--- src/hw/rtl/pidsl_pkg.sv ---
// shared types and constants for the speed loop pid controller
`default_nettype none

package pidsl_pkg;

  localparam int GAIN_W      = 32;
  localparam int COEFF_W     = 17;
  localparam int MINSP_W     = 17;
  localparam int DRIVE_W     = 17;
  localparam int FILT_W      = 48;
  localparam int TERM_W      = 64;
  localparam int OUT_TDATA_W = 24;
  localparam int CFG_IDX_W   = 3;
  localparam int CFG_DATA_W  = 32;

  localparam logic [COEFF_W-1:0] COEFF_ONE   = 17'd65536;
  localparam logic [MINSP_W-1:0] MINSP_RESET = 17'd20;

  // register indexes
  localparam logic [CFG_IDX_W-1:0] CFG_P_GAIN  = 3'd0;
  localparam logic [CFG_IDX_W-1:0] CFG_I_GAIN  = 3'd1;
  localparam logic [CFG_IDX_W-1:0] CFG_D_GAIN  = 3'd2;
  localparam logic [CFG_IDX_W-1:0] CFG_D_COEFF = 3'd3;
  localparam logic [CFG_IDX_W-1:0] CFG_MIN_SP  = 3'd4;

  // gain multiplier operand select
  localparam logic [1:0] MUL_P = 2'd0;
  localparam logic [1:0] MUL_I = 2'd1;
  localparam logic [1:0] MUL_D = 2'd2;

  typedef struct packed {
    logic       in_ready;
    logic       load_in;
    logic       err_ld;
    logic       idle_ld;
    logic       mul_en;
    logic [1:0] mul_sel;
    logic       take_p;
    logic       take_i;
    logic       take_d;
    logic       filt_mul;
    logic       filt_upd;
    logic       sum_ld;
    logic       out_push;
  } ctl_t;

  typedef struct packed {
    logic idle_hit;
    logic out_free;
  } stat_t;

endpackage

`default_nettype wire

--- src/hw/rtl/pidsl_ctrl.sv ---
// sequencer for the speed loop pid datapath
`default_nettype none

module pidsl_ctrl (
  input  logic              clk,
  input  logic              rst,
  input  logic              in_valid,
  input  pidsl_pkg::stat_t  stat,
  output pidsl_pkg::ctl_t   ctl
);

  localparam logic [3:0] ST_IDLE = 4'd0;
  localparam logic [3:0] ST_ERR  = 4'd1;
  localparam logic [3:0] ST_MP   = 4'd2;
  localparam logic [3:0] ST_MI   = 4'd3;
  localparam logic [3:0] ST_MD   = 4'd4;
  localparam logic [3:0] ST_DT   = 4'd5;
  localparam logic [3:0] ST_FM   = 4'd6;
  localparam logic [3:0] ST_FU   = 4'd7;
  localparam logic [3:0] ST_SUM  = 4'd8;
  localparam logic [3:0] ST_DONE = 4'd9;

  logic [3:0] state;
  logic [3:0] state_next;

  always_ff @(posedge clk) begin
    if (rst) begin
      state <= ST_IDLE;
    end else begin
      state <= state_next;
    end
  end

  always_comb begin
    ctl        = '0;
    ctl.mul_sel = pidsl_pkg::MUL_P;
    state_next = state;
    case (state)
      ST_IDLE: begin
        ctl.in_ready = 1'b1;
        if (in_valid) begin
          ctl.load_in = 1'b1;
          state_next  = ST_ERR;
        end
      end
      ST_ERR: begin
        ctl.err_ld = 1'b1;
        if (stat.idle_hit) begin
          ctl.idle_ld = 1'b1;
          state_next  = ST_DONE;
        end else begin
          state_next = ST_MP;
        end
      end
      ST_MP: begin
        ctl.mul_en  = 1'b1;
        ctl.mul_sel = pidsl_pkg::MUL_P;
        state_next  = ST_MI;
      end
      ST_MI: begin
        ctl.mul_en  = 1'b1;
        ctl.mul_sel = pidsl_pkg::MUL_I;
        ctl.take_p  = 1'b1;
        state_next  = ST_MD;
      end
      ST_MD: begin
        ctl.mul_en  = 1'b1;
        ctl.mul_sel = pidsl_pkg::MUL_D;
        ctl.take_i  = 1'b1;
        state_next  = ST_DT;
      end
      ST_DT: begin
        ctl.take_d = 1'b1;
        state_next = ST_FM;
      end
      ST_FM: begin
        ctl.filt_mul = 1'b1;
        state_next   = ST_FU;
      end
      ST_FU: begin
        ctl.filt_upd = 1'b1;
        state_next   = ST_SUM;
      end
      ST_SUM: begin
        ctl.sum_ld = 1'b1;
        state_next = ST_DONE;
      end
      ST_DONE: begin
        if (stat.out_free) begin
          ctl.out_push = 1'b1;
          state_next   = ST_IDLE;
        end
      end
      default: begin
        state_next = ST_IDLE;
      end
    endcase
  end

endmodule

`default_nettype wire

--- config.mk ---
export PLATFORM = sky130hd
export DESIGN_NAME = pidsl_ctrl
export DESIGN_NICKNAME = d
export VERILOG_FILES = /design/src/hw/rtl/pidsl_pkg.sv /design/src/hw/rtl/pidsl_ctrl.sv
export SDC_FILE = /design/constraint.sdc
export NUM_CORES = 1
export LEC_CHECK = 0
export BUFFER_PORTS_ARGS = -buffer_cell sky130_fd_sc_hd__buf_2
export CELL_PAD_IN_SITES_DETAIL_PLACEMENT = 1
export CELL_PAD_IN_SITES_GLOBAL_PLACEMENT = 2
export CORE_MARGIN = 4
export CORE_UTILIZATION = 21
export CTS_CLUSTER_SIZE = 24
export DETAILED_ROUTE_END_ITERATION = 12
export PLACE_DENSITY_LB_ADDON = 0.3
export SLEW_MARGIN = 20
export SYNTH_ARGS = -nofsm -noshare
export SYNTH_HDL_FRONTEND = slang
export SYNTH_SLANG_ARGS = --single-unit
--- constraint.sdc ---
create_clock -name clk -period 2.16 [get_ports clk]
set_input_delay 0.324 -clock clk [delete_from_list [all_inputs] [get_ports clk]]
set_output_delay 0.324 -clock clk [all_outputs]
set_load 0.02 [all_outputs]
=== After elaboration in Yosys (flattened, before gate mapping) ===
Cells that the tools add are included.

* Register bits after elaboration: 4
* Input bits: 5
* Logic and storage cells: 31

* Equality and inequality tests: 11
* Multiplexer cells: 17
* Reduce and logical (&&, ||, !) cells: 2

{| class="wikitable"
|+ Operators with widths
! operator !! number
|-
| $pmux W4 S10 || 1
|-
| $eq A4 B3 Y1 const B || 4
|-
| $mux W4 || 3
|-
| $mux W1 || 10
|-
| $pmux W3 S3 || 1
|-
| $eq A4 B2 Y1 const B || 2
|-
| $eq A4 B4 Y1 const B || 2
|-
| $eq A4 B1 Y1 const B || 1
|-
| $logic_not A4 Y1 || 1
|-
| $mux W2 || 2
|-
| $ne A2 B2 Y1 const B || 2
|-
| $reduce_and A2 Y1 || 1
|}

=== Logic depth before layout (Yosys ltp) ===
Gate-level depths: netlist of run 1.

* Depth after elaboration: 3
* Mapped depth: 4

=== Worst setup path before layout of run 1 ===
Ideal clock, no wire load.

* Path type: register to output
* Start point: register state[2]
* End point: output port ctl[12] (netlist bit)
* Data arrival time: 1.525 ns
* Path slack: 0.311 ns
* Stages on the path, launching flop included: 4
* Buffers on the path: 1
* Path through: dfxtp_1 buf_2 nor4_1 and2_1

{| class="wikitable"
|+ RTL lines
! element !! RTL line !! text
|-
| start, declared || pidsl_ctrl.sv:23 || <nowiki>logic [3:0] state;</nowiki>
|-
| start signal, assigned || pidsl_ctrl.sv:30 || <nowiki>state <= state_next;</nowiki>
|-
| end, declared || pidsl_ctrl.sv:9 || <nowiki>output pidsl_pkg::ctl_t ctl</nowiki>
|}

==> impl_metrics.ini, run 1 <==
[setup_path]
setup.worst_path.end_class = primary output
arrival_ns = 1.49
path_max_fanout = 15
required_ns = 1.84
rr_endpoint = state[0]$_SDFFE_PP0P_
rr_worst_depth = 3
timing.rr.start = state[1]$_SDFFE_PP0P_
rrSetupSlack_ns = 0.86
path_class = flop to primary output
start_kind = flop

[sta]
maxSlewViolCount = 0
slew_headroom = 0.667
timing.hold.ws_ns = 0.319
period_needed_ns = 1.82
min_period_over_period = 0.841
finalHoldViolations = 0
setup_viol = 0
fin_setup_tns_ns = 0
rsz0062_at_grt = false
worst_pin_slew_ns = 0.499
fmax_mhz = 551
clock_skew_ns = 0.00426

[placed_design]
globalplace.congestion = 0.665
dpl_cell_area_um2 = 419
numPortBuffers = 18
hpwlAfterDp_um = 756

[floorplanning]
dieWidth_um = 48.2
dieArea_mm2 = 0.00232
core_mm2 = 0.00152
io_pins = 19
num_rows = 14
start_util = 0.222
dieHeight_um = 48.2

[routing]
vias = 411
first_pass_iters = 3
wire_per_inst_um = 13.5
postRouteAntennaNets = 0
drc = 0
drt_iter0_markers = 4
drt_wl_total_um = 1080
vias_per_cell = 5.14

[synthesis]
synth_cell_types = 23
synth_nets = 53
yosys.area.top_type_share = 0.236
synth.area.top_cells = dfxtp_1, nand2b_1, nor3_1
ys_seq_area_frac = 0.236
yosysTopAreaCell = dfxtp_1
syn_area_um2 = 339
synth-warning-count = 0
netlist_instances = 48
postSynthAreaPerCell_um2 = 7.06
synth_seq_cells = 4

[min_path]
hp-class = primary input to flop
hold_end = state[1]$_SDFFE_PP0P_
whs_path_depth = 2
min-delay-start = rst

[final_layout]
diodes = 0
fin_nets = 71
drive_above_1_share = 0.344
final_cell_area_um2 = 442
largest_reg_flops = 4
final_core_util = 0.290
top_regs = state: 4 flops
regMostFlops = state
syn2layout_area_growth_pct = 30.3

[clock_network]
clk_pin_slew_ns = 0.04
cts_made_buffers = 3
clock_path_buffers = 2
post_cts_buffers = 0
cts_tree = yes
htreeDepth = 1
root_buffer = clkbuf_4
holdBufCountCts = 0
cts_resized = 0
insertion_delay_ns = 0.25
cts_sinks = 4

[grt]
grt_use_total = 0.115
grt_max_degree = 17
overflow = 0
grt_pass1_vias = 345
antenna_found_initial = 0
grt_pass1_wl_um = 1710

[pwr]
vdd.ir_drop.worst_mv = 0.351
pwr-share-seq = 0.340
finalPower_uw = 349
power_frac_clock = 0.286
p_leak_uw = 0.000212
p_int_uw = 202
combinationalPowerShare = 0.374
p_switching_uw = 147
switching_share = 0.422
powerDensity_mw_per_mm2 = 790

[job]
max-cap-violations = 0

[run_status]
status = completed
==> placed cells by master, fill, tap and decap left out, drive strengths merged <==
master | netlist | routed
nor4b | 1 | 1
clkbuf | 0 | 3
mux2 | 1 | 1
nand2b | 6 | 6
nand3b | 2 | 2
a211oi | 1 | 1
a31oi | 1 | 1
nand2 | 3 | 3
dfxtp | 4 | 4
nor2 | 6 | 6
a21oi | 1 | 1
inv | 1 | 1
o2111ai | 1 | 1
and2 | 2 | 2
buf | 5 | 18
o21ai | 2 | 2
or4 | 1 | 1
nor3 | 6 | 6
xor2 | 1 | 1
nor4 | 1 | 1
a21o | 1 | 1
a22o | 1 | 1
==> metrics by stage <==
stage	setup slack, ns	instances
after global placement	0.594	77
after floorplan	0.311	48
final	0.344	80
after global routing	0.199	80
after CTS	0.335	80
after detailed placement	0.589	77
==> layout make-up <==
type	count	area, um2
sequential	4	80.1
multi-input combinational	38	225
inverter	1	3.75
fill	201	1080
timing repair buffer	18	90.1
clock buffer	3	22.5
tap	16	20.0
==> per-layer routing <==
| metal | track usage | share of wire |
|---|---|---|
| met5 | 0 | 0 |
| met4 | 0.113 | 0.026 |
| met1 | 0.160 | 0.48 |
| met2 | 0.141 | 0.42 |
| met3 | 0.0221 | 0.072 |
==> worst max path at each step <==
| stage | startpoint | end | slack [ns] |
|---|---|---|---|
| 3_3_place_gp | state[1]$_SDFFE_PP0P_ | ctl[9] | 0.59 |
| 3_5_place_dp | state[1]$_SDFFE_PP0P_ | ctl[9] | 0.59 |
| 5_1_grt | state[0]$_SDFFE_PP0P_ | ctl[10] | 0.20 |
| 4_1_cts | state[1]$_SDFFE_PP0P_ | ctl[9] | 0.33 |
| 2_1_floorplan | state[2]$_SDFFE_PP0P_ | ctl[12] | 0.31 |
| 6_report | state[1]$_SDFFE_PP0P_ | ctl[9] | 0.34 |
==> kinds of logic after synthesis <==
kind of cell / after synthesis / synth area share
mux: 1 / 0.0332
simple gates: 28 / 0.447
compound gates: 8 / 0.159
xor+xnor: 1 / 0.0258
flops: 4 / 0.236
buf+inv: 6 / 0.0996
==> cell usage after synthesis, drive strengths merged <==
library cell	count
nand2b	6
nor2	6
nor3	6
buf	5
dfxtp	4
nand2	3
and2	2
nand3b	2
o21ai	2
a211oi	1
a21o	1
a21oi	1
a22o	1
a31oi	1
inv	1
mux2	1
nor4	1
nor4b	1
o2111ai	1
or4	1
xor2	1
==> power groups by stage <==
stage	logic [uW]	clock network (uW)	registers, uW
final	131	99.8	119
after global routing	146	108	124
after CTS	132	104	119
after detailed placement	132	0	121
after global placement	130	0	119
after floorplan	119	0	92.8
==> critical path, cell delays in order, from the launching register on <==
cell	delay, ns
dfxtp_1	0.61
mux2_2	0.39
nor2_1	0.08
buf_2	0.17
Note: power is estimated with default switching activity, not from simulation.
==> run 2: changes to the inputs <==
- CORE_UTILIZATION: 21 -> 20
- clock period: 2.16 -> 1.8 ns (I/O delays scaled with it)
==> impl_metrics.ini, run 2 (synthesis results as in run 1) <==
[placed_design]
numPortBuffers = 18
pre_cts_slack_ns = 0.329
hpwlAfterDp_um = 792
globalplace.congestion = 0.651
post-place-cells = 78

[setup_path]
arrival_ns = 1.34
crit_chain = nand2b_1, nor2_1, buf_2
slowest_stage = dfxtp_1
path_max_fanout = 16
path_class = flop to primary output
setup.worst_path.end_class = primary output
timing.critical_path.slowest_cell_delay_ns = 0.61
start_kind = flop
required_ns = 1.53

[pwr]
switching_share = 0.399
pwr-share-seq = 0.322
p_leak_uw = 0.000218
combinationalPowerShare = 0.414
p_int_uw = 248
powerDensity_mw_per_mm2 = 916
vdd.ir_drop.worst_mv = 0.340
p_switching_uw = 165
power_frac_clock = 0.264

[routing]
first_pass_iters = 3
met2_wirelength_um = 400
wl_met3_um = 82
wire_per_inst_um = 12.5
drt-met1-wl_um = 516
drt_wl_total_um = 1010
top_layer = met4
postRouteAntennaNets = 0
vias = 390
vias_per_cell = 4.81
drt_iter0_markers = 3
drc = 0

[grt]
overflow = 0
grt_pass1_wl_um = 1590
antenna_found_initial = 0
grt_use_total = 0.0871
grt_max_degree = 17
grt_pass1_vias = 353

[final_layout]
drive_above_1_share = 0.385
layout_common_cells = buf_2, nor3_1, nand2b_1, nor2_1
largest_reg_flops = 4
fillerInstances = 209
fin_nets = 72
regMostFlops = state
final_common_cell = buf_2
top_regs = state: 4 flops
diodes = 0
multi_input_area_um2 = 225
final_core_util = 0.290
syn2layout_area_growth_pct = 33.2
regArea_um2 = 82.6
layout.cells.non_filler = 81

[floorplanning]
dieHeight_um = 49.2
io_pins = 19
num_rows = 14
dieWidth_um = 49.2
core_mm2 = 0.00156
start_util = 0.217
dieArea_mm2 = 0.00242

[clock_network]
clock_path_buffers = 2
cts_sinks = 4
htreeDepth = 1
cts_tree = yes
insertion_delay_ns = 0.23
cts_made_buffers = 3
clk_pin_slew_ns = 0.04
post_cts_buffers = 0
root_buffer = clkbuf_4

[job]
max-cap-violations = 0

[sta]
rsz0062_at_grt = false
fin_setup_tns_ns = 0
timing.hold.ws_ns = 0.275
min_period_over_period = 0.896
clock_skew_ns = 0.000175
fmax_mhz = 620
layout_setup_ws_ns = 0.188
finalHoldViolations = 0
setup_viol = 0
period_needed_ns = 1.61
slew_headroom = 0.676
maxSlewViolCount = 0
worst_pin_slew_ns = 0.485

[run_status]
status = completed

[min_path]
hp-class = primary input to flop
## run 2: changes by cell type in the layout (fill, tap and decap cells not counted)
cell     previous run  this run
dfxtp_1             4         2
buf_4               0         1
dfxtp_2             0         2
## run 2: what timing repair did
item / CTS / global route
setup endpoints to repair: 0 / 1
gates resized for setup: 0 / 2
hold buffers: 0 / 0
## run 2: final timing paths
path | start | slack (ns) | to | depth (start not counted)
setup / recovery | state[3]$_SDFFE_PP0P_ | 0.19 | ctl[2] | 3
hold / removal | rst | 0.27 | state[1]$_SDFFE_PP0P_ | 2
setup reg to reg | state[3]$_SDFFE_PP0P_ | 0.50 | state[3]$_SDFFE_PP0P_ | 3
hold reg to reg | state[1]$_SDFFE_PP0P_ | 0.59 | state[1]$_SDFFE_PP0P_ | 2
## run 2: final cells by class
cell class,count,area share
multi-input cells,38,0.499
clock buffers,3,0.0499
inverters,1,0.00831
flip-flops and latches,4,0.183
repair buffers,19,0.216
well taps,16,0.0443
## run 2: layer usage
layer,track usage,up-vias
li1,-,205
met1,0.114,165
met2,0.116,18
met3,0.0245,2
met4,0.0711,0
met5,0,-
## run 2: power groups by stage
stage	Combinational (uW)	Clock [uW]	Sequential, uW
2_1_floorplan	142	0	111
3_3_place_gp	174	0	134
3_5_place_dp	174	0	133
4_1_cts	174	116	132
5_1_grt	189	126	137
6_report	171	109	133
## run 2: critical path, delay by kind of cell (launching register included)
kind | cells | cell delay (ns)
and+or+nand+nor | 2 | 0.34
buffers and inverters | 1 | 0.16
DFF | 1 | 0.61
## run 2: stage by stage
step,power (uW),area (um2)
after floorplan,254,339
after global placement,307,427
after detailed placement,307,427
after CTS,423,449
after global routing,452,452
final,414,452
